$ cat src/rtl/pnda_pkg.sv
// Shared constants, the arctangent table and the CORDIC sideband type for the
// plane normal to dip and azimuth pipeline. No dependencies.
package pnda_pkg;

  // Width of one normal component and number of CORDIC micro-rotations.
  localparam int COMPONENT_WIDTH = 16;
  localparam int CORDIC_STEPS    = 16;
  localparam int TABLE_LEN       = 24;
  localparam int NSTEPS = (CORDIC_STEPS < TABLE_LEN) ? CORDIC_STEPS : TABLE_LEN;

  // Components are scaled by 2^PRESCALE; four guard bits cover CORDIC growth.
  localparam int PRESCALE = 24;
  localparam int DW       = COMPONENT_WIDTH + PRESCALE + 4;

  // Vectoring gain in Q30 and the width of the scaled |z|.
  localparam int GAIN_W = 31;
  localparam logic [GAIN_W-1:0] GAIN_Q30 = 31'd1768195364;
  localparam int GAIN_SHIFT = 30 - PRESCALE;
  localparam int ZS_W = COMPONENT_WIDTH + GAIN_W - GAIN_SHIFT;

  // Angle accumulators: hundredths of a degree in Q16, signed.
  localparam int AW = 33;
  localparam logic signed [AW-1:0] FULL_Q16  = 33'sd2359296000;
  localparam logic signed [AW-1:0] HALF_Q16  = 33'sd1179648000;
  localparam logic signed [AW-1:0] RIGHT_Q16 = 33'sd589824000;
  localparam logic signed [AW-1:0] ROUND_Q16 = 33'sd32768;

  localparam int DIR_W = 16;
  localparam int DIP_W = 14;
  localparam int RND_W = AW - 16;
  localparam logic [RND_W-1:0] DIR_WRAP = 17'd36000;

  typedef struct packed {
    logic          undef;
    logic [DW-1:0] aux;
  } side_t;

  // atan(2^-idx) in hundredths of a degree, Q16, rounded to nearest.
  function automatic logic signed [AW-1:0] atan_q16(input int unsigned idx);
    logic signed [AW-1:0] v;
    case (idx)
      0:  v = 33'sd294912000;
      1:  v = 33'sd174096719;
      2:  v = 33'sd91987925;
      3:  v = 33'sd46694507;
      4:  v = 33'sd23437865;
      5:  v = 33'sd11730358;
      6:  v = 33'sd5866610;
      7:  v = 33'sd2933484;
      8:  v = 33'sd1466764;
      9:  v = 33'sd733385;
      10: v = 33'sd366693;
      11: v = 33'sd183346;
      12: v = 33'sd91673;
      13: v = 33'sd45837;
      14: v = 33'sd22918;
      15: v = 33'sd11459;
      16: v = 33'sd5730;
      17: v = 33'sd2865;
      18: v = 33'sd1432;
      19: v = 33'sd716;
      20: v = 33'sd358;
      21: v = 33'sd179;
      22: v = 33'sd90;
      23: v = 33'sd45;
      default: v = '0;
    endcase
    return v;
  endfunction

endpackage

$ cat src/rtl/pnda_finish.sv
// Back end: wraps the azimuth, clamps the dip angle, rounds both to hundredths
// of a degree and holds the result registers. Depends on pnda_pkg.
module pnda_finish (
  input  logic                              clk,
  input  logic                              rst_n,
  input  logic                              in_valid,
  input  logic signed [pnda_pkg::AW-1:0]    in_dir_acc,
  input  logic signed [pnda_pkg::AW-1:0]    in_dip_acc,
  input  logic                              in_undef,
  output logic                              out_valid,
  output logic [pnda_pkg::DIR_W-1:0]        out_dir,
  output logic [pnda_pkg::DIP_W-1:0]        out_dip,
  output logic                              out_undef
);

  localparam int AW = pnda_pkg::AW;

  logic signed [AW-1:0] dir_add, dir_sub, dir_sum, dip_sum;
  logic [pnda_pkg::RND_W-1:0] dir_rnd, dir_fix;

  logic                 va_r, vb_r;
  logic signed [AW-1:0] dir_a_r, dip_a_r;
  logic                 undef_a_r, undef_b_r;
  logic [pnda_pkg::DIR_W-1:0] dir_b_r;
  logic [pnda_pkg::DIP_W-1:0] dip_b_r;

  assign dir_add = in_dir_acc + pnda_pkg::FULL_Q16;
  assign dir_sub = in_dir_acc - pnda_pkg::FULL_Q16;

  always_ff @(posedge clk) begin
    if (!rst_n) begin
      va_r <= 1'b0;
      vb_r <= 1'b0;
    end else begin
      va_r <= in_valid;
      vb_r <= va_r;
    end
  end

  // Stage A: bring the azimuth into one turn, clamp the dip between zero and a right angle.
  always_ff @(posedge clk) begin
    if (in_dir_acc < 0) begin
      dir_a_r <= dir_add;
    end else if (in_dir_acc >= pnda_pkg::FULL_Q16) begin
      dir_a_r <= dir_sub;
    end else begin
      dir_a_r <= in_dir_acc;
    end
    if (in_dip_acc < 0) begin
      dip_a_r <= '0;
    end else if (in_dip_acc > pnda_pkg::RIGHT_Q16) begin
      dip_a_r <= pnda_pkg::RIGHT_Q16;
    end else begin
      dip_a_r <= in_dip_acc;
    end
    undef_a_r <= in_undef;
  end

  // Stage B: round half up; a full turn after rounding reads as north; an undefined direction gives zeros.
  assign dir_sum = dir_a_r + pnda_pkg::ROUND_Q16;
  assign dip_sum = dip_a_r + pnda_pkg::ROUND_Q16;
  assign dir_rnd = dir_sum[AW-1:16];
  assign dir_fix = (dir_rnd >= pnda_pkg::DIR_WRAP) ? (dir_rnd - pnda_pkg::DIR_WRAP) : dir_rnd;

  always_ff @(posedge clk) begin
    dir_b_r   <= undef_a_r ? '0 : dir_fix[pnda_pkg::DIR_W-1:0];
    dip_b_r   <= undef_a_r ? '0 : dip_sum[pnda_pkg::DIP_W+15:16];
    undef_b_r <= undef_a_r;
  end

  assign out_valid = vb_r;
  assign out_dir   = dir_b_r;
  assign out_dip   = dip_b_r;
  assign out_undef = undef_b_r;

endmodule
$ cat config.mk
export PLATFORM = sky130hd
export DESIGN_NAME = pnda_finish
export DESIGN_NICKNAME = d
export VERILOG_FILES = /design/src/rtl/pnda_pkg.sv /design/src/rtl/pnda_finish.sv
export SDC_FILE = /design/constraint.sdc
export NUM_CORES = 1
export LEC_CHECK = 0
export ABC_CLOCK_PERIOD_IN_PS = 5000
export CAP_MARGIN = 20
export CORE_MARGIN = 5
export CORE_UTILIZATION = 68
export DETAILED_ROUTE_END_ITERATION = 10
export DONT_BUFFER_PORTS = 1
export GPL_ROUTABILITY_DRIVEN = 1
export GPL_TIMING_DRIVEN = 0
export PLACE_DENSITY = 0.91
export REMOVE_ABC_BUFFERS = 1
export SLEW_MARGIN = 15
export SYNTH_ARGS = -nofsm -noshare
export SYNTH_HDL_FRONTEND = slang
export SYNTH_SLANG_ARGS = --single-unit
$ cat constraint.sdc
create_clock -name clk -period 5 [get_ports clk]
set_clock_uncertainty 0.2 [all_clocks]
set_input_delay 0.5 -clock clk [delete_from_list [all_inputs] [get_ports clk]]
set_output_delay 0.5 -clock clk [all_outputs]
set_load 0.005 [all_outputs]
======== Yosys cells after proc, flatten, opt, wreduce, memory -nomap -nowiden ========
Index checks and enable logic that the tools add are counted.
word-level totals
  bits in registers ....................... 97
  bits in latches ......................... 0
  bits in writable memories ............... 0
  memory bits (read-only) ................. 0
  bits of input ports ..................... 70
  logic and storage cells ................. 24
  memories kept ........................... 0
operators by class
  add/subtract/negate cells ............... 5
  $mul .................................... 0
  divide/modulo/power cells ............... 0
  magnitude comparators ................... 5
  equality and inequality tests ........... 0
  shift-type cells ........................ 0
  mux-type cells .......................... 4
  bitwise gates (word level) .............. 0
  reduce and logical (&&, ||, !) cells .... 1
operator list
  kind                      number
  $lt A33 B1 Y1 const B     2
  $mux W33                  2
  $add A33 B17 Y33 const B  1
  $add A33 B33 Y33 const B  1
  $ge A33 B33 Y1 const B    1
  $gt A33 B31 Y1 const B    1
  $sub A33 B33 Y33 const B  1
  $add A30 B17 Y30 const B  1
  $mux W30                  1
  $ge A17 B16 Y1 const B    1
  $mux W16                  1
  $sub A16 B16 Y16 const B  1
  $reduce_or A2 Y1          1

======== Longest topological paths before layout ========
Gate-level depths: netlist of the first run.
  depth in word-level cells ............... 3
  gate-level depth with buffers ........... 11
  gate-level depth less buffers ........... 9

======== Least setup slack after synthesis of the first run ========
No wires, ideal clock.
  kind .................................... reg2reg
  from .................................... register dir_a_r[15]
  to ...................................... register dir_b_r, in the netlist out_dir[11]
  setup time .............................. 71 ps
  data arrival time ....................... 2577 ps
  data required time ...................... 4729 ps
  path slack .............................. 2152 ps
  cell stages (with the launch flop) ...... 10
  buffers on the path ..................... 1
  path through ............................ dfxtp_1 > ha_1 > buf_2 > or4_1 > a21oi_1 > o211ai_1 > and3_1 > o311a_1 > or4_1 > a21oi_1
between the ends
  longest elaborated chain between the ends .. 3
  elaborated cells between the ends (all ways) .. 4
  classes of those cells .................. add/sub (2); order compare (1); mux (1)
ends and longest elaborated chain
  element                                                    RTL line           RTL
  start: declaration                                         pnda_finish.sv:22  logic signed [AW-1:0] dir_a_r, dip_a_r;
  start signal: assignment                                   pnda_finish.sv:43  dir_a_r <= dir_add;
  start signal: assignment                                   pnda_finish.sv:45  dir_a_r <= dir_sub;
  start signal: assignment                                   pnda_finish.sv:47  dir_a_r <= in_dir_acc;
  $add A33 B17 Y33 (*)                                       pnda_finish.sv:60  assign dir_sum = dir_a_r + pnda_pkg::ROUND_Q16;
  $sub A16 B16 Y16 / $ge A17 B16 Y1 (equally long branches)  pnda_finish.sv:63  assign dir_fix = (dir_rnd >= pnda_pkg::DIR_WRAP) ? (dir_rnd - pnda_pkg::DIR_WRAP) : dir_rnd;
  $mux W16 (*)                                               pnda_finish.sv:63
  end signal: assignment                                     pnda_finish.sv:66  dir_b_r <= undef_a_r ? '0 : dir_fix[pnda_pkg::DIR_W-1:0];
  end: declaration                                           pnda_finish.sv:24  logic [pnda_pkg::DIR_W-1:0] dir_b_r;
Mark *: on every way between the ends. The rest lies on a longest branch, timed or not.
A chain may end at the register's enable or synchronous reset.

======== Final worst setup path of the first run ========
  from .................................... register dir_a_r[16]
  to ...................................... register dir_b_r, in the netlist out_dir[10]
Same word-level chain as after synthesis.

==> out/results.txt, run 1 <==
Status: finished clean
Max cap viols: 0
Share of cells above drive strength 1: 7.179%
Power Dens Cells: 348.3 nW/µm²
Initial core utilization: 70.56%
Clk pin slew, worst setup/hold paths: 80 ps
Fin nets: 460
Syn. warnings: 0
Yosys reg bits: 67
Initial antenna violation count: 0
Post CTS Setup Buffer Count: 0
Via count: 2,921
Leakage: 1.371 nW
First-pass GRT wire length: 12.36 mm
Final Cycle Share: 69.98%
H-tree depth: 3
Core area: 4786 µm²
Vias in the first global route: 2,774
Worst vdd ir: 236.8 µV
Hold-fix buffers, CTS: 7
Initial DRT Pass Iterations: 6
CTS buffer count: 9
Min-Delay Path Class: in2reg
Synth Instances: 384
Gr usage total: 24.43%
Routed WL: 7.847 mm
Setup tns final: 0 ps
Avg Vias per Cell: 6.392
Crit end category: flip-flop
Layout fillers: 323
Setup crit start kind: flip-flop
CP Data Required Time: 4980 ps
HPWL Detailed: 5.640 mm
Die width: 80.47 µm
Area delta synth->final: 9.114%
Num ports: 102
Final setup violation count: 0
Pins over their slew limit: 0
Post-detailed-route wirelength per cell: 17.17 µm
GRT Residual Overflow: 0
Max-slew headroom: 31.04%
Critical path arrival: 3480 ps
Critical path fanouts, max: 12
Cells after DPL: 433
Sequential-to-total area share from yosys stat: 39.72%
ANT cells: 0
Final Non-Filler Cells: 457
Clk sink count: 67
Mapped cell area: 3377 µm²
Fin area: 3685 µm²
Rows: 25
Crit Path Category: reg2reg
# DRC: 0
Worst skew pair latency: 340 ps
Final Hold Vio Count: 0
DIE AREA: 6475 µm²
Largest net degree at the start of global routing: 33
Main flop type after synthesis: dfxtp_1
Clock Path Buffers: 2
Synth Area per Inst: 8.794 µm²
Die Y: 80.47 µm
PortBufs: 0
RSZ-0062 raised after global routing: false
Gpl congestion: 0.9475
Iter 0 DRT Violations: 197
Root buf cell: clkbuf_8
# resized after CTS: 0
Placed Area: 3373 µm²
CTS tree: done
Number of synthesized flops with an enable pin: 0
Fmax: 0.2858 GHz
Synth cell types: 60
Antenna Nets Post-Route: 0
Final Critical Period: 3499 ps
Async S/R FF share, synth: 0%
Worst-margin pin slew: 1033 ps
## Yosys cell counts, types with 5 or more instances
cell      number  area, µm²
dfxtp_1       67       1341
nor2_1        34      127.6
nand2_1       24      90.09
xor2_1        19      166.4
and2_1        18      112.6
nand3_1       15      75.07
xnor2_1       15      131.4
o21ai_0       14      70.07
a21oi_1       11      55.05
clkbuf_1      11      41.29
o31ai_1       11      82.58
inv_1         10      37.54
nor3_1        10      50.05
nand4_1        9      56.30
nor4_1         9      56.30
or3_1          9      56.30
and3_1         8      50.05
nor2b_1        6      37.54
ha_1           5      62.56
nand2b_1       5      31.28
nor3b_1        5      37.54
## cells in the final DEF, fill, tap and decap left out, types with 2 or more instances in the layout
cell / Yosys / routed
a211oi_1: 4 / 4
a21o_1: 3 / 3
a21oi_1: 11 / 11
a31oi_1: 4 / 4
and2_1: 18 / 18
and3_1: 8 / 8
bufinv_16: 0 / 2
clkbuf_8: 0 / 10
dfxtp_1: 67 / 67
dlygate4sd3_1: 0 / 8
ha_1: 5 / 5
inv_1: 10 / 10
inv_6: 0 / 2
mux2_2: 2 / 2
mux2i_1: 2 / 2
nand2_1: 24 / 24
nand2b_1: 5 / 5
nand3_1: 15 / 15
nand4_1: 9 / 9
nor2_1: 34 / 34
nor2b_1: 6 / 6
nor3_1: 10 / 10
nor3b_1: 5 / 5
nor4_1: 9 / 9
nor4b_1: 4 / 4
o211a_1: 2 / 2
o211ai_1: 4 / 4
o21a_1: 4 / 4
o21ai_0: 14 / 14
o311ai_0: 2 / 2
o31ai_1: 11 / 11
o41ai_1: 3 / 3
or2_2: 2 / 2
or3_1: 9 / 9
or4_1: 3 / 3
xnor2_1: 15 / 15
xor2_1: 19 / 19
## routing by layer
metal | global-route usage, % | share of wire, % | vias up
li1 | - | - | 1385
met2 | 40.81 | 49 | 176
met4 | 10.47 | 3.0 | 0
met5 | 0 | 0 | -
met1 | 28.95 | 40 | 1332
met3 | 7.287 | 8.6 | 28
## through the flow
step	utilization (%)	worst slack [ps]	hold WS, ps	power, W
global placement	70.33	1819	223.1	0.0007664
floorplan	-	2050	211.8	0.0007387
detailed placement	70.48	1614	223.3	0.0007740
global route	76.99	1238	4.371	0.001337
finish	76.99	1501	29.73	0.001283
CTS	76.78	1584	7.052	0.001283
## path summary, 6_finish.rpt
path | start | end | slack [ps] | depth (start not counted)
setup / recovery | dir_a_r[16] | out_dir[10] | 1500 | 8
hold / removal | in_dip_acc[32] | dip_a_r[24] | 30 | 1
setup reg to reg | dir_a_r[16] | out_dir[10] | 1500 | 8
hold reg to reg | va_r | out_valid | 240 | 1
## layout make-up
| class | count | area [µm²] | share of cell area (%) |
|---|---|---|---|
| multi-input combinational | 288 | 1903 | 51.65 |
| clock inverter | 6 | 93.84 | 2.547 |
| inverter | 10 | 37.54 | 1.019 |
| clock buffer | 10 | 137.6 | 3.735 |
| timing repair buffer | 9 | 87.58 | 2.377 |
| sequential | 67 | 1341 | 36.40 |
| tap | 67 | 83.83 | 2.275 |
## worst max-delay path, cell delays in order (launching register included)
cell and delay, ps:
dfxtp_1 480, ha_1 410, nand4_1 300, nor2_1 280, mux2_2 380, o311ai_0 490, o311a_1 510, o21ai_0 150
nor3b_1 150
## logic make-up (layout without fill, tap and decap cells)
logic type	after synthesis	count (layout)	share of synthesized area [%]
compound gates	73	73	15.27
xor+xnor	35	35	9.300
buf+inv	29	35	3.927
fa+ha+maj	5	5	1.853
flops	67	67	39.72
mux	5	5	1.593
simple gates	170	170	28.34
## power by group
| part | total [W] | internal (W) | switching [W] |
|---|---|---|---|
| Combinational | 0.000155 | 0.0000737 | 0.0000810 |
| Sequential | 0.000619 | 0.000573 | 0.0000463 |
| Clock | 0.000509 | 0.000299 | 0.000211 |
| Total | 0.00128 | 0.000945 | 0.000338 |
## sequential cells by signal, summed over array words and instances, names as in the netlist
name       flops
out_dip       14
undef_a_r      1
dip_a_r       15
out_undef      1
out_dir       16
out_valid      1
va_r           1
dir_a_r       18
Power figures use the tool's default switching activity.
==> inputs of run 2 (changes only) <==
--- a/config.mk
+++ b/config.mk
@@ -5,15 +5,15 @@
 export SDC_FILE = /design/constraint.sdc
 export NUM_CORES = 1
 export LEC_CHECK = 0
-export ABC_CLOCK_PERIOD_IN_PS = 5000
+export ABC_CLOCK_PERIOD_IN_PS = 3100
 export CAP_MARGIN = 20
 export CORE_MARGIN = 5
-export CORE_UTILIZATION = 68
+export CORE_UTILIZATION = 57
 export DETAILED_ROUTE_END_ITERATION = 10
 export DONT_BUFFER_PORTS = 1
 export GPL_ROUTABILITY_DRIVEN = 1
 export GPL_TIMING_DRIVEN = 0
-export PLACE_DENSITY = 0.91
+export PLACE_DENSITY = 0.82
 export REMOVE_ABC_BUFFERS = 1
 export SLEW_MARGIN = 15
 export SYNTH_ARGS = -nofsm -noshare
==> constraint.sdc (replaced) <==
create_clock -name clk -period 3.1 [get_ports clk]
set_clock_uncertainty 0.2 [all_clocks]
set_input_delay 0.31 -clock clk [delete_from_list [all_inputs] [get_ports clk]]
set_output_delay 0.31 -clock clk [all_outputs]
set_load 0.005 [all_outputs]
==> out/results.txt, run 2 (synthesis gave the netlist of run 1 again) <==
Final worst slack: 56.89 ps
First-pass GRT wire length: 12.70 mm
Largest register FFs: 18
HPWL Detailed: 5.589 mm
RSZ-0062 raised after global routing: true
Vias in the first global route: 2,836
Antenna Nets Post-Route: 0
H-tree depth: 3
Gr usage total: 21.04%
Crit end category: flip-flop
Setup WS pre-CTS: -192.5 ps
Max incr delay on CP: 540 ps
Top reg by flops: dir_a_r
Final core utilization: 70.51%
Root buf cell: clkbuf_8
# DRC: 0
Crit-path cells: ha_4 -> or4_1 -> a21oi_2 -> o211ai_1 -> and3_1 -> o311a_1 -> buf_4 -> or4_4 -> a21oi_2
Area delta synth->final: 22.16%
Most common cell after layout, fill and taps aside: dfxtp_1
Largest net degree at the start of global routing: 33
Final Critical Period: 3043 ps
Clock Path Buffers: 2
CTS buffer count: 9
Final setup violation count: 0
Routed WL: 8.100 mm
Slowest-stage cell, CP: or4_1
Max-slew headroom: 29.22%
Fin nets: 500
Worst path top cell family by delay: simple AND/OR/NAND/NOR gates
Worst skew pair latency: 340 ps
Leakage: 1.539 nW
Critical path fanouts, max: 10
Critical path arrival: 3110 ps
Max cap viols: 0
Buf/Inv on CP: 1
Post-detailed-route wirelength per cell: 16.04 µm
GRT Residual Overflow: 0
Clk pin slew, worst setup/hold paths: 70 ps
CP Data Required Time: 3170 ps
Avg Vias per Cell: 5.917
Top cell by count, worst path: a21oi_2
Fmax: 0.3286 GHz
Setup crit start kind: flip-flop
Pins over their slew limit: 0
Die width: 86.97 µm
Clk sink count: 67
Core area: 5851 µm²
DIE AREA: 7564 µm²
Final Hold Vio Count: 0
Status: finished clean
Initial antenna violation count: 0
CTS tree: done
Via count: 2,988
Worst vdd ir: 368.5 µV
Initial DRT Pass Iterations: 5
Rows: 28
PortBufs: 0
Crit Path Category: reg2reg
Gpl congestion: 0.9444
Worst-margin pin slew: 1060 ps
Layout fillers: 421
Initial core utilization: 57.72%
Iter 0 DRT Violations: 206
Share of cells above drive strength 1: 10.23%
Num ports: 102
Commonest non-fill, non-tap cells in the layout: dfxtp_1, dlygate4sd3_1, nor2_1
Min-Delay Path Class: in2reg
Die Y: 86.97 µm
ANT cells: 0
Final Cycle Share: 98.16%
Power Dens Cells: 511.6 nW/µm²
-- run 2: changes by cell type in the layout (fill, tap and decap cells not counted), sizes merged --
cell,change
inv,-2
buf,+4
dlygate4sd3,+36
clkbuf,+2
-- run 2: per-stage QoR --
step / power (W) / TNS (ps) / instances / area (µm²) / hold slack [ps]
final: 0.002110 / 0 / 505 / 4125 / 15.12
after global routing: 0.002205 / -56.27 / 505 / 4125 / 19.93
after CTS: 0.002106 / 0 / 503 / 4079 / 6.609
after detailed placement: 0.001249 / -1004 / 441 / 3381 / 137.8
after global placement: 0.001237 / -274.6 / 440 / 3376 / 137.8
after floorplan: 0.001191 / 0 / 365 / 3282 / 137.7
-- run 2: metal layers --
layer	track usage [%]	vias up	share of wire (%)
met5	0	-	0
met4	10.76	0	3.3
met3	4.257	21	7.2
met2	34.16	143	46
met1	26.32	1344	43
li1	-	1480	-
-- run 2: worst register-to-register path: cells and delay by family (launching register included) --
kind                       cells  cell delay (ps)
and+or+nand+nor                3             1280
DFF                            1              370
buffers and inverters          1              160
adders and majority gates      1              200
AOI/OAI and AO/OA              4              760
-- run 2: repair_timing --
item | CTS | global route
gates resized for setup | 4 | 14
buffers inserted | 2 | 2
pin swaps | 1 | 2
hold endpoints to repair | 36 | 0
hold buffers | 44 | 0
endpoints found under the setup margin | 8 | 9
-- run 2: worst paths after layout --
kind              slack, ps           start          end  depth (start not counted)
hold reg to reg         240            va_r    out_valid                          1
hold / removal           20  in_dip_acc[30]  dip_a_r[19]                          2
setup / recovery         60     dir_a_r[16]  out_dir[11]                          9
setup reg to reg         60     dir_a_r[16]  out_dir[11]                          9
-- run 2: layout make-up --
class	count	area (µm²)	area share, %
multi-input combinational	288	1932	46.83
sequential	67	1359	32.94
timing repair buffer	49	475.5	11.53
clock buffer	12	155.1	3.761
tap	75	93.84	2.275
clock inverter	4	72.57	1.759
inverter	10	37.54	0.9099
-- run 2: power by group --
part,leakage [nW],switching [W],total (W),internal (W)
Clock,0.113,0.000306,0.000802,0.000495
Combinational,0.870,0.000143,0.000309,0.000166
Sequential,0.557,0.0000744,0.00100,0.000925
