[src/rtl/pnda_pkg.sv]
// Shared constants, the arctangent table and the CORDIC sideband type for the
// plane normal to dip and azimuth pipeline. No dependencies.
package pnda_pkg;

  // Width of one normal component and number of CORDIC micro-rotations.
  localparam int COMPONENT_WIDTH = 16;
  localparam int CORDIC_STEPS    = 16;
  localparam int TABLE_LEN       = 24;
  localparam int NSTEPS = (CORDIC_STEPS < TABLE_LEN) ? CORDIC_STEPS : TABLE_LEN;

  // Components are scaled by 2^PRESCALE; four guard bits cover CORDIC growth.
  localparam int PRESCALE = 24;
  localparam int DW       = COMPONENT_WIDTH + PRESCALE + 4;

  // Vectoring gain in Q30 and the width of the scaled |z|.
  localparam int GAIN_W = 31;
  localparam logic [GAIN_W-1:0] GAIN_Q30 = 31'd1768195364;
  localparam int GAIN_SHIFT = 30 - PRESCALE;
  localparam int ZS_W = COMPONENT_WIDTH + GAIN_W - GAIN_SHIFT;

  // Angle accumulators: hundredths of a degree in Q16, signed.
  localparam int AW = 33;
  localparam logic signed [AW-1:0] FULL_Q16  = 33'sd2359296000;
  localparam logic signed [AW-1:0] HALF_Q16  = 33'sd1179648000;
  localparam logic signed [AW-1:0] RIGHT_Q16 = 33'sd589824000;
  localparam logic signed [AW-1:0] ROUND_Q16 = 33'sd32768;

  localparam int DIR_W = 16;
  localparam int DIP_W = 14;
  localparam int RND_W = AW - 16;
  localparam logic [RND_W-1:0] DIR_WRAP = 17'd36000;

  typedef struct packed {
    logic          undef;
    logic [DW-1:0] aux;
  } side_t;

  // atan(2^-idx) in hundredths of a degree, Q16, rounded to nearest.
  function automatic logic signed [AW-1:0] atan_q16(input int unsigned idx);
    logic signed [AW-1:0] v;
    case (idx)
      0:  v = 33'sd294912000;
      1:  v = 33'sd174096719;
      2:  v = 33'sd91987925;
      3:  v = 33'sd46694507;
      4:  v = 33'sd23437865;
      5:  v = 33'sd11730358;
      6:  v = 33'sd5866610;
      7:  v = 33'sd2933484;
      8:  v = 33'sd1466764;
      9:  v = 33'sd733385;
      10: v = 33'sd366693;
      11: v = 33'sd183346;
      12: v = 33'sd91673;
      13: v = 33'sd45837;
      14: v = 33'sd22918;
      15: v = 33'sd11459;
      16: v = 33'sd5730;
      17: v = 33'sd2865;
      18: v = 33'sd1432;
      19: v = 33'sd716;
      20: v = 33'sd358;
      21: v = 33'sd179;
      22: v = 33'sd90;
      23: v = 33'sd45;
      default: v = '0;
    endcase
    return v;
  endfunction

endpackage

[src/rtl/pnda_prep.sv]
// Front end of the pipeline: prescaling, half-plane fold and the |z| gain
// multiply, in two register stages. Depends on pnda_pkg.
module pnda_prep (
  input  logic                                          clk,
  input  logic                                          rst_n,
  input  logic                                          in_valid,
  input  logic signed [pnda_pkg::COMPONENT_WIDTH-1:0]   in_x,
  input  logic signed [pnda_pkg::COMPONENT_WIDTH-1:0]   in_y,
  input  logic signed [pnda_pkg::COMPONENT_WIDTH-1:0]   in_z,
  output logic                                          out_valid,
  output logic signed [pnda_pkg::DW-1:0]                out_cx,
  output logic signed [pnda_pkg::DW-1:0]                out_cy,
  output logic signed [pnda_pkg::AW-1:0]                out_acc,
  output pnda_pkg::side_t                               out_side
);

  localparam int CW  = pnda_pkg::COMPONENT_WIDTH;
  localparam int DW  = pnda_pkg::DW;
  localparam int EXT = DW - CW - pnda_pkg::PRESCALE;

  logic signed [DW-1:0] xs, ys, xn, yn;
  logic signed [CW:0]   z_ext, z_neg;
  logic [CW-1:0]        z_abs;

  logic                 v1_r, v2_r;
  logic signed [DW-1:0] cx1_r, cy1_r, cx2_r, cy2_r;
  logic                 neg1_r, undef1_r, undef2_r;
  logic [CW-1:0]        zabs1_r;
  logic signed [pnda_pkg::AW-1:0] acc2_r;
  logic [CW+pnda_pkg::GAIN_W-1:0] prod;
  logic [pnda_pkg::ZS_W-1:0]      zs2_r;

  assign xs    = {{EXT{in_x[CW-1]}}, in_x, {pnda_pkg::PRESCALE{1'b0}}};
  assign ys    = {{EXT{in_y[CW-1]}}, in_y, {pnda_pkg::PRESCALE{1'b0}}};
  assign xn    = -xs;
  assign yn    = -ys;
  assign z_ext = {in_z[CW-1], in_z};
  assign z_neg = -z_ext;
  assign z_abs = in_z[CW-1] ? z_neg[CW-1:0] : in_z;

  // Stage one: fold the left half-plane onto the right one (atan2(-y, x)).
  always_ff @(posedge clk) begin
    if (!rst_n) begin
      v1_r <= 1'b0;
    end else begin
      v1_r <= in_valid;
    end
  end

  always_ff @(posedge clk) begin
    cx1_r    <= in_x[CW-1] ? xn : xs;
    cy1_r    <= in_x[CW-1] ? ys : yn;
    neg1_r   <= in_x[CW-1];
    undef1_r <= (in_x == '0) && (in_y == '0);
    zabs1_r  <= z_abs;
  end

  // Stage two: scale |z| by the CORDIC gain for the dip-angle rotation.
  assign prod = zabs1_r * pnda_pkg::GAIN_Q30;

  always_ff @(posedge clk) begin
    if (!rst_n) begin
      v2_r <= 1'b0;
    end else begin
      v2_r <= v1_r;
    end
  end

  always_ff @(posedge clk) begin
    cx2_r    <= cx1_r;
    cy2_r    <= cy1_r;
    acc2_r   <= neg1_r ? pnda_pkg::HALF_Q16 : '0;
    undef2_r <= undef1_r;
    zs2_r    <= prod[CW+pnda_pkg::GAIN_W-1:pnda_pkg::GAIN_SHIFT];
  end

  assign out_valid      = v2_r;
  assign out_cx         = cx2_r;
  assign out_cy         = cy2_r;
  assign out_acc        = acc2_r;
  assign out_side.undef = undef2_r;
  assign out_side.aux   = {{(DW-pnda_pkg::ZS_W){1'b0}}, zs2_r};

endmodule

[config.mk]
export PLATFORM = sky130hd
export DESIGN_NAME = pnda_prep
export DESIGN_NICKNAME = d
export VERILOG_FILES = /design/src/rtl/pnda_pkg.sv /design/src/rtl/pnda_prep.sv
export SDC_FILE = /design/constraint.sdc
export NUM_CORES = 1
export LEC_CHECK = 0
export CORE_ASPECT_RATIO = 1.2
export CORE_MARGIN = 2
export CORE_UTILIZATION = 50
export CTS_CLUSTER_DIAMETER = 120
export DETAILED_ROUTE_END_ITERATION = 10
export DONT_BUFFER_PORTS = 1
export PLACE_DENSITY = 0.69
export SYNTH_ARGS = -nofsm -noshare
export SYNTH_HDL_FRONTEND = slang
export SYNTH_SLANG_ARGS = --single-unit
[constraint.sdc]
create_clock -name clk -period 6.15 [get_ports clk]
set_clock_uncertainty 0.05 [all_clocks]
set_input_delay 0.3075 -clock clk [delete_from_list [all_inputs] [get_ports clk]]
set_output_delay 0.3075 -clock clk [all_outputs]
set_load 0.01 [all_outputs]
Yosys cells after proc, flatten, opt, wreduce, memory -nomap -nowiden
Cells that the tools add are included.
- add/subtract/negate cells: 3
- $mul: 1
- mux-type cells: 4
- reductions and logical operators: 3
- operators by type and width (kind ; number):
    $neg 40->44 ; 2
    $mul 16x29->45 const B ; 1
    $mux 44 ; 1
    $mux 39 ; 1
    $logic_not 16->1 ; 2
    $mux 31 ; 1
    $neg 16->16 ; 1
    $mux 15 ; 1
    $logic_and 1x1->1 ; 1
- bits in registers: 269
- input port bits: 51
- output and inout bits: 167
- logic and storage cells: 27

Longest topological paths before layout
Gate-level depths: netlist (run 1).
- word-level depth: 2
- gate-level depth with buffers: 22

Worst setup path before layout (run 1)
OpenSTA, ideal clock, no wires.
- path kind: register to register
- from: reg zabs1_r[8]
- to: reg zs2_r[38] (netlist bit)
- setup time: 0.072 ns
- arrival time: 5.490 ns
- slack: 0.539 ns
- stages on the path, launching flop included: 22
- clock period less this slack: 5.611 ns
- cells stage by stage: dfxtp_1 inv_1 ha_1 inv_1 ha_1 inv_1 fa_1 inv_1 fa_1 fa_1 inv_1 fa_1 inv_1 ha_1 buf_2 nand4_1 or4_1 a21oi_1 nor3_1 o41a_1 o31ai_2 xor2_1
- word-level cells in the longest chain between the ends: 1
- RTL lines (what ; line ; source):
    start, declared ; pnda_prep.sv:28 ; logic [CW-1:0] zabs1_r;
    start signal, assigned ; pnda_prep.sv:55 ; zabs1_r <= z_abs;
    $mul 16x29->45 ; pnda_prep.sv:59 ; assign prod = zabs1_r * pnda_pkg::GAIN_Q30;
    named net prod, one bit ; pnda_prep.sv:30 ; logic [CW+pnda_pkg::GAIN_W-1:0] prod;
    end signal, assigned ; pnda_prep.sv:74 ; zs2_r <= prod[CW+pnda_pkg::GAIN_W-1:pnda_pkg::GAIN_SHIFT];
    end, declared ; pnda_prep.sv:31 ; logic [pnda_pkg::ZS_W-1:0] zs2_r;
The timed path passes the listed nets, and every way through them passes these cells.
A chain may end at the register's enable or synchronous reset.

Worst setup path in the final report (run 1)
- from: reg zabs1_r[3]
- to: reg zs2_r[38] (netlist bit)
Same word-level chain as after synthesis.

==> results by group, run 1 <==
Timing
  – Slew Viols, Final: 0
  – Final period util: 0.958
  – Clock period minus worst slack: 5.89 ns
  – Setup TNS: 0 ns
  – Worst Tran Pin Value: ~0.9 ns
  – Setup ws final: roughly 0.26 ns
  – Final Setup Violations: 0
  – Final Hold Vio Count: 0
  – RSZ-0062 raised after global routing: false
  – Fmax: approximately 0.17 GHz
  – Headroom to the max-slew limit: 0.396

Global routing
  – Initial antenna violation count: 0
  – Number of global-route vias before repair: around 8000
  – Congestion Overflow GR: 0
  – GRT Total Usage: 0.217
  – First-pass GRT wire length: roughly 40 mm
  – Pin count of the biggest net entering global routing: 23

Floorplan
  – Initial Utilization: 0.505
  – Chip Height: about 170 um
  – Die width: ~140 um
  – Number of core rows: 60
  – Die Area: about 24000 sq um
  – Core Region: about 22000 sq um
  – Ports: around 220

Clock network
  – CTS tree: done
  – Postcts setup bufs: 0
  – Clk_lat worst skew: 0.44 ns
  – Clock transition at path regs: 0.08 ns
  – Maximum clock path buffer count: 2
  – # resized after CTS: 0
  – Clock root cell: clkbuf_16
  – TritonCTS buffer count: 17
  – H-tree depth: 4
  – Sink Count: between 100 and 150

Synth
  – Compound-Gate Fraction of Synth Area: 0.0854
  – Register area share after synthesis: 0.255
  – Mux share of post-synthesis cell area: 0.00100
  – Synth unique cells: 53
  – Post-Synth XOR/XNOR Area: 0.0616
  – Syn avg cell area: roughly 9.9 sq um
  – FFs w/ async S/R, synth: 0
  – Syn Inst Count: between 1000 and 1500
  – Post-Synth Simple-Gate Area: 0.0650
  – Post-Syn Area: roughly 11000 sq um
  – Post-synthesis adder-cell area fraction: 0.396
  – Yosys reg bits: 143
  – Post-synth EDFFs: 0
  – Main combinational cell family by area after synthesis: adder cells
  – Top FF cell, synth: dfxtp_1
  – YS warnings: 0

Critical path
  – Crit-path max FO: 8
  – Setup crit end kind: flop
  – RR Startpoint: zabs1_r[3]
  – Cell count of the worst reg-to-reg path: 18
  – Slowest CP cell: dfxtp_1
  – Worst path cell trace: ha_1, ha_1, inv_1, fa_1, inv_1, fa_1, fa_1, inv_1, fa_1, inv_1, ha_1, nand4_1, or4_1, a21oi_1, nor3_1, o41a_1, o31ai_2, xor2_1
  – Worst setup SP type: flop
  – Bufs and invs on worst path: 4
  – Worst EP arrival: 6.20 ns
  – R2R Setup Slk: between 0.2 and 0.3 ns
  – Worst path max stage delay: 0.57 ns
  – Crit-path leading delay family: adder cells
  – R2r endpoint: zs2_r[38]
  – Setup Crit Path Kind: flop to flop
  – Critical Path Source: zabs1_r[3]
  – Critical path required time: between 6 and 7 ns
  – Crit. path cell count: 18
  – CP Capture Point: zs2_r[38]

Placement
  – Port bufs: 0
  – Final GP Congestion: approximately 0.91
  – Dpl cells: around 1400
  – Post-DP Area: between 10000 and 15000 sq um
  – Final HPWL DP: about 20 mm
  – Pre-CTS WS: ~0.3 ns

Routing
  – # DRC: 0
  – Vias per cell: between 4 and 5
  – Routed Antenna Nets: 0
  – Detailed Route Iter0 Violations: roughly 190
  – Post-Route WL: 25.0 mm
  – Wirelength per Cell: around 17 um
  – Via count: ~7400
  – Drt pass-1 iters: 4

Run status
  – Status: complete, no violations

Final layout
  – NumNets Final: around 1500
  – Final Non-Filler Cells: 1485
  – Finished layout cell area: 12400 sq um
  – Ant. Diodes: 0
  – Share of cells above drive strength 1: 0.0373
  – Synth-to-Final Area Change: 10.2%

Worst hold path
  – HP Class: input port to flop

Flow run
  – Max-Cap Viols: 0
-- stage by stage --
stage	utilization	hold slack, ns
6_report	0.557	0.0112
5_1_grt	0.557	0.0165
4_1_cts	0.557	0.000427
3_5_place_dp	0.506	0.264
3_3_place_gp	0.506	0.260
2_1_floorplan	-	0.260
-- area by class of cell --
cell class,instances,area (sq um)
tap,279,349
fill,1918,9850
inverter,220,826
sequential,143,2860
multi-input combinational,752,7150
timing repair buffer,59,573
clock inverter,15,188
clock buffer,17,425
-- cells in the mapped netlist (2+ instances only) --
master	instances	area [sq um]
buf_2	3	15.0
and3_1	6	37.5
nand2b_1	6	37.5
o41ai_1	4	35.0
o31ai_1	5	37.5
a31oi_1	4	25.0
a21boi_0	2	15.0
nand2_1	41	154
o21bai_1	4	30.0
or2_2	2	12.5
nand3b_1	2	15.0
a221oi_1	3	26.3
nor2b_1	2	12.5
nand4_1	5	31.3
and2_1	6	37.5
buf_4	84	631
o21a_1	4	30.0
o22ai_1	3	18.8
o211ai_1	3	22.5
and4_1	2	17.5
a21o_1	28	210
nor4_1	5	31.3
or4_1	4	30.0
a211oi_1	2	15.0
xor2_1	24	210
clkbuf_1	13	48.8
fa_1	106	2120
a21oi_1	42	210
ha_1	186	2330
dfxtp_1	143	2860
nor2_1	30	113
o21ai_0	33	165
nand3_1	10	50.1
a221o_1	3	30.0
inv_1	220	826
or3_1	3	18.8
a22oi_1	2	15.0
nor3_1	19	95.1
xnor2_1	55	482
-- cells in the final DEF (no fill, tap or decap), types with 7 or more instances in the layout --
master         synthesis  layout
inv_1                220     220
dlygate4sd3_1          0      52
buf_4                 84       7
ha_1                 186     186
nor3_1                19      19
a21o_1                28      28
nor2_1                30      30
conb_1                 1      83
xnor2_1               55      55
o21ai_0               33      33
nand3_1               10      10
a21oi_1               42      42
dfxtp_1              143     143
fa_1                 106     106
clkbuf_16              0      17
xor2_1                24      24
nand2_1               41      41
-- layer usage --
metal,vias to the layer above,part of all wire,track usage
met5,-,0,0
met1,3565,0.41,0.247
li1,3615,-,-
met3,42,0.053,0.0489
met4,0,0.031,0.0896
met2,191,0.51,0.391
-- what timing repair did --
item / CTS / global route
hold buffers: 52 / 0
hold endpoints to repair: 55 / 0
setup endpoints to repair: 0 / 0
-- how the worst min path moves through the flow --
stage                          from     endpoint  slack, ns  depth (start not counted)
final                      in_x[15]    cx1_r[31]       0.01                          2
after floorplan              neg1_r  out_acc[26]       0.26                          0
after global routing        in_z[9]   zabs1_r[9]       0.02                          1
after global placement    cy1_r[26]   out_cy[26]       0.26                          0
after CTS                   in_x[5]    cx1_r[39]     0.0004                          3
after detailed placement  cx1_r[30]   out_cx[30]       0.26                          0
-- cell families (layout without fill, tap and decap cells) --
family / count (synthesis) / count (layout)
and+or+nand+nor: 147 / 147
adders and majority gates: 292 / 292
DFF: 143 / 143
xor gates and xnor gates: 79 / 79
other: 1 / 83
buffers and inverters: 320 / 311
muxes: 1 / 1
AOI/OAI and AO/OA: 150 / 150
-- sequential cells by signal (all words and copies together), names as in the netlist --
register   cells
zabs1_r       16
v1_r           1
zs2_r         41
out_cx        20
out_acc        1
undef1_r       1
out_valid      1
cy1_r         20
out_cy        20
neg1_r         1
cx1_r         20
undef2_r       1
Power of run 1 is not shown: default switching activity piles up to over one toggle a cycle in this logic, so the estimate is an artifact.
==> run 2, diff against run 1 <==
ABC_AREA = 1   (was not set)
==> results by group, run 2 <==
Critical path
  – R2R Setup Slk: approximately 1.2 ns
  – R2r endpoint: zs2_r[36]
  – Setup crit end kind: flop
  – Critical path required time: 6.43 ns
  – Critical Path Source: zabs1_r[5]
  – Crit-path max FO: 8
  – CP Capture Point: zs2_r[36]
  – Setup Crit Path Kind: flop to flop
  – Cell count of the worst reg-to-reg path: 19
  – RR Startpoint: zabs1_r[5]
  – Worst setup SP type: flop
  – Worst EP arrival: around 5.2 ns

Timing
  – RSZ-0062 raised after global routing: false
  – Headroom to the max-slew limit: 0.564
  – Final Hold Vio Count: 0
  – Worst Tran Pin Value: approximately 0.65 ns
  – Slew Viols, Final: 0
  – Final period util: 0.800
  – Final hold slack: about 0.017 ns
  – Final Setup Violations: 0
  – Setup TNS: 0 ns
  – Setup ws final: ~1.2 ns
  – Clock period minus worst slack: about 4.9 ns
  – Fmax: just over 0.2 GHz

Clock network
  – Maximum clock path buffer count: 2
  – Clock root cell: clkbuf_16
  – Clk_lat worst skew: roughly 0.43 ns
  – # resized after CTS: 0
  – CTS tree: done
  – Hold_buf cts: between 40 and 50
  – Sink Count: about 140
  – Postcts setup bufs: 0
  – TritonCTS buffer count: 17
  – H-tree depth: 4
  – Clock transition at path regs: about 0.060 ns

Routing
  – Max layer used: met4
  – Routed wl met3: ~1.9 mm
  – # DRC: 0
  – Routed Antenna Nets: 0
  – Wirelength per Cell: about 15 um
  – Met2 WL: between 10 and 15 mm
  – Vias per cell: 4.78
  – Drt pass-1 iters: 5
  – Via count: 9049
  – M1 WL: between 10 and 15 mm
  – Detailed Route Iter0 Violations: between 400 and 500
  – Post-Route WL: roughly 28 mm

Synth
  – Post-Syn Area: approximately 12000 sq um
  – YS warnings: 0
  – Largest cells by area after synthesis: dfxtp_1 23%, ha_1 19%, fa_1 17%, inv_1 11%, nand2_1 9.4%
  – Yosys top cell by area: dfxtp_1
  – Most numerous cell in the Yosys netlist: inv_1
  – FFs w/ async S/R, synth: 0
  – Top-area cell type share of the netlist area: 0.234
  – Post-synth EDFFs: 0
  – Yosys reg bits: about 140
  – Commonest cells in the synthesized netlist: 367 x inv_1, 305 x nand2_1, 186 x ha_1, 143 x dfxtp_1, 106 x fa_1
  – Syn avg cell area: between 8 and 9 sq um
  – Synth unique cells: 34
  – Syn Inst Count: 1500
  – Top FF cell, synth: dfxtp_1
  – Register area share after synthesis: 0.234

Final layout
  – NumNets Final: 1902
  – Multi-input gate area: between 7000 and 8000 sq um
  – FF/Latch Area: between 2000 and 3000 sq um
  – Share of cells above drive strength 1: 0.0369
  – Synth-to-Final Area Change: 9.13%
  – Top reg by flops: zs2_r
  – Fillcell total: ~2200
  – Ant. Diodes: 0
  – Commonest non-fill, non-tap cell in the layout: inv_1
  – Most frequent cells in the layout: 367 x inv_1, 305 x nand2_1, 186 x ha_1, 143 x dfxtp_1, 106 x fa_1
  – Number of flip-flops under the largest register name: 41
  – Final Non-Filler Cells: between 1500 and 2000

Worst hold path
  – HP Class: input port to flop

Global routing
  – First-pass GRT wire length: about 46 mm
  – Pin count of the biggest net entering global routing: 22
  – GRT Total Usage: 0.229
  – Congestion Overflow GR: 0
  – Number of global-route vias before repair: 9515
  – Initial antenna violation count: 0

Run status
  – Status: complete, no violations

Floorplan
  – Chip Height: between 150 and 200 um
  – Die Area: 25800 sq um
  – Number of core rows: 62
  – Ports: roughly 220
  – Core Region: roughly 24000 sq um
  – Die width: 147 um
  – Initial Utilization: 0.511

Placement
  – Port bufs: 0
  – Pre-CTS WS: 1.24 ns
  – Final HPWL DP: 23.7 mm
  – Dpl cells: 1816
  – Final GP Congestion: a little under 1

Flow run
  – Max-Cap Viols: 0
[run 2: how the worst min path moves through the flow]
stage	startpoint	endpoint	slack (ns)	depth (start not counted)
floorplan	neg1_r	out_acc[26]	0.26	0
global placement	cx1_r[35]	out_cx[35]	0.26	0
detailed placement	cy1_r[26]	out_cy[26]	0.26	0
CTS	in_z[8]	zabs1_r[8]	0.001	2
global route	in_z[15]	zabs1_r[6]	0.005	2
finish	in_x[9]	cx1_r[33]	0.02	2
[run 2: stage by stage]
stage               cell area (sq um)   util
CTS                             13400  0.557
detailed placement              12300  0.514
global route                    13400  0.557
finish                          13400  0.557
floorplan                       12600      -
global placement                12300  0.514
[run 2: critical path: stages (launching register included)]
cell,delay (ns)
dfxtp_1,0.30
buf_4,0.18
inv_1,0.09
ha_1,0.30
inv_1,0.11
fa_1,0.45
ha_1,0.30
inv_1,0.07
fa_1,0.44
fa_1,0.54
inv_1,0.05
fa_1,0.49
ha_1,0.39
nand2_1,0.11
nor2_1,0.22
inv_1,0.15
nor4_1,0.32
nand2_1,0.11
nand3_1,0.08
nand2_1,0.06
[run 2: cells by family (layout without fill, tap and decap cells)]
kind of cell             count (synthesis)  count (layout)  synth area share
adder cells (fa/ha/maj)                292             292             0.363
buffers and inverters                  456             446             0.166
XOR/XNOR                                62              62            0.0443
AO/OA/AOI/OAI                           70              70            0.0307
other                                    1              83          0.000306
flip-flops                             143             143             0.234
AND/OR/NAND/NOR                        476             476             0.162
[run 2: layout make-up]
type / instances / share of cell area
multi-input combinational: 983 / 0.573
sequential: 143 / 0.214
inverter: 367 / 0.103
timing repair buffer: 47 / 0.0346
clock buffer: 18 / 0.0321
tap: 320 / 0.0300
clock inverter: 14 / 0.0125
[run 2: metal layers]
metal,global-route usage,up-vias
li1,-,4464
met1,0.255,4182
met2,0.417,337
met3,0.0532,66
met4,0.0991,0
met5,0,-
Power of run 2 is left out for the same reason.
==> run 3, diff against run 2 <==
clock period = 4.7 ns   (was 6.15 ns; I/O delays follow)
==> results by group, run 3 (synthesis gave the netlist of run 2 again) <==
Timing
  – Fmax: approximately 0.22 GHz
  – Slew Viols, Final: 0
  – Clock period minus worst slack: between 4 and 5 ns
  – Worst Tran Pin Value: 0.683 ns
  – Final Hold Vio Count: 0
  – Final period util: 0.966
  – Headroom to the max-slew limit: 0.543
  – Setup ws final: ~0.16 ns
  – Final Setup Violations: 0

Routing
  – Wirelength per Cell: between 15 and 20 um
  – Post-Route WL: slightly above 30 mm
  – # DRC: 0
  – Drt pass-1 iters: 6
  – Via count: 9251
  – Detailed Route Iter0 Violations: between 400 and 500
  – Routed Antenna Nets: 0
  – Vias per cell: ~4.8

Final layout
  – Ant. Diodes: 0
  – NumNets Final: 1955
  – Most frequent cells in the layout: 364 x inv_1, 293 x nand2_1, 156 x ha_1, 133 x dfxtp_1, 104 x fa_1
  – Synth-to-Final Area Change: 16.5%
  – Fillcell total: a little over 2000
  – Number of flip-flops under the largest register name: 41
  – Top reg by flops: zs2_r
  – Commonest non-fill, non-tap cell in the layout: inv_1
  – Share of cells above drive strength 1: 0.116

Global routing
  – GRT met3 Usage: 0.0473
  – GRT Total Usage: 0.241
  – Pin count of the biggest net entering global routing: 22
  – Congestion Overflow GR: 0
  – Initial antenna violation count: 0
  – Met1 usage: 0.268
  – First-pass GRT wire length: 48.1 mm
  – Number of global-route vias before repair: around 9600
  – Grt peak-use layer: met2
  – Met2 usage: 0.455

Flow run
  – Max-Cap Viols: 0

Critical path
  – Setup crit end kind: flop
  – RR Startpoint: zabs1_r[5]
  – Worst EP arrival: between 4 and 5 ns
  – Critical Path Source: zabs1_r[5]
  – Critical path required time: 4.97 ns
  – Setup Crit Path Kind: flop to flop
  – Crit-path max FO: 5
  – Worst setup SP type: flop

Floorplan
  – Die width: around 150 um
  – Die Area: between 20000 and 30000 sq um
  – Core Region: approximately 24000 sq um
  – Initial Utilization: 0.511
  – Ports: ~220
  – Number of core rows: 62
  – Chip Height: between 150 and 200 um

Run status
  – Status: complete, no violations

Clock network
  – Clk_lat worst skew: between 0.4 and 0.5 ns
  – TritonCTS buffer count: 17
  – Sink Count: around 140
  – Clock transition at path regs: 0.07 ns
  – CTS tree: done
  – Maximum clock path buffer count: 2
  – Clock root cell: clkbuf_16
  – H-tree depth: 4

Placement
  – Port bufs: 0
  – Pre-CTS WS: -0.0951 ns
  – Final HPWL DP: roughly 25 mm
  – Final GP Congestion: ~0.96

Worst hold path
  – HP Class: input port to flop
  – Hold path start: in_z[10]
[run 3: changes by cell type in the layout (fill, tap and decap cells not counted), moves of 4 or more]
cell,previous run,this run
dfxtp_1,143,133
nand2_2,7,17
ha_1,186,156
nand2_1,305,293
ha_2,0,8
dfxtp_4,0,4
a21oi_1,37,21
ha_4,0,22
nor2_2,7,18
dlygate4sd3_1,44,56
buf_4,3,44
a21oi_2,0,14
dfxtp_2,0,6
nor2_1,86,72
[run 3: per-layer routing]
metal  vias up  routed length (um)
met4         0                 840
li1       4568                   -
met2       303               15900
met1      4323               12100
met3        57                1740
met5         -                   0
[run 3: worst paths after layout]
check	end	slack [ns]	cells past startpoint
max reg2reg	zs2_r[24]	0.16	19
max	zs2_r[24]	0.16	19
min	zabs1_r[12]	0.02	3
min reg2reg	out_cy[33]	0.27	0
[run 3: worst max-delay path, stage by stage (launching register included)]
cell     delay, ns
dfxtp_4       0.37
inv_1         0.06
ha_1          0.28
inv_1         0.10
fa_1          0.43
ha_1          0.30
inv_1         0.07
fa_1          0.43
fa_1          0.54
inv_1         0.05
fa_1          0.56
ha_4          0.24
nand2_1       0.07
nand2_1       0.07
nand2_1       0.07
nand2_1       0.12
a21oi_2       0.16
nand3_2       0.15
buf_4         0.18
xor2_1        0.14
[run 3: layout make-up]
class                      count  area, sq um  share of cell area
multi-input combinational    983         8140               0.571
tap                          320          400              0.0281
clock inverter                14          146              0.0103
inverter                     367         1380              0.0965
timing repair buffer         100          891              0.0624
sequential                   143         2890               0.202
clock buffer                  17          425              0.0298
[run 3: what timing repair did]
| action | CTS | global route |
|---|---|---|
| pin swaps | 0 | 22 |
| hold buffers | 56 | 0 |
| setup endpoints to repair | 8 | 21 |
| hold endpoints to repair | 56 | 0 |
| resized for setup | 5 | 107 |
| setup buffers | 0 | 3 |
[run 3: through the flow]
stage	hold slack, ns	utilization	instances	area [sq um]	TNS (ns)
final	0.0205	0.595	1944	14300	0
after CTS	0.00447	0.574	1941	13800	-0.0162
after floorplan	0.213	-	1582	12600	0
after global placement	0.213	0.526	1854	12600	-0.304
after detailed placement	0.213	0.526	1854	12600	-0.311
after global routing	0.00814	0.595	1944	14300	-0.0453
Power of run 3 is left out for the same reason.
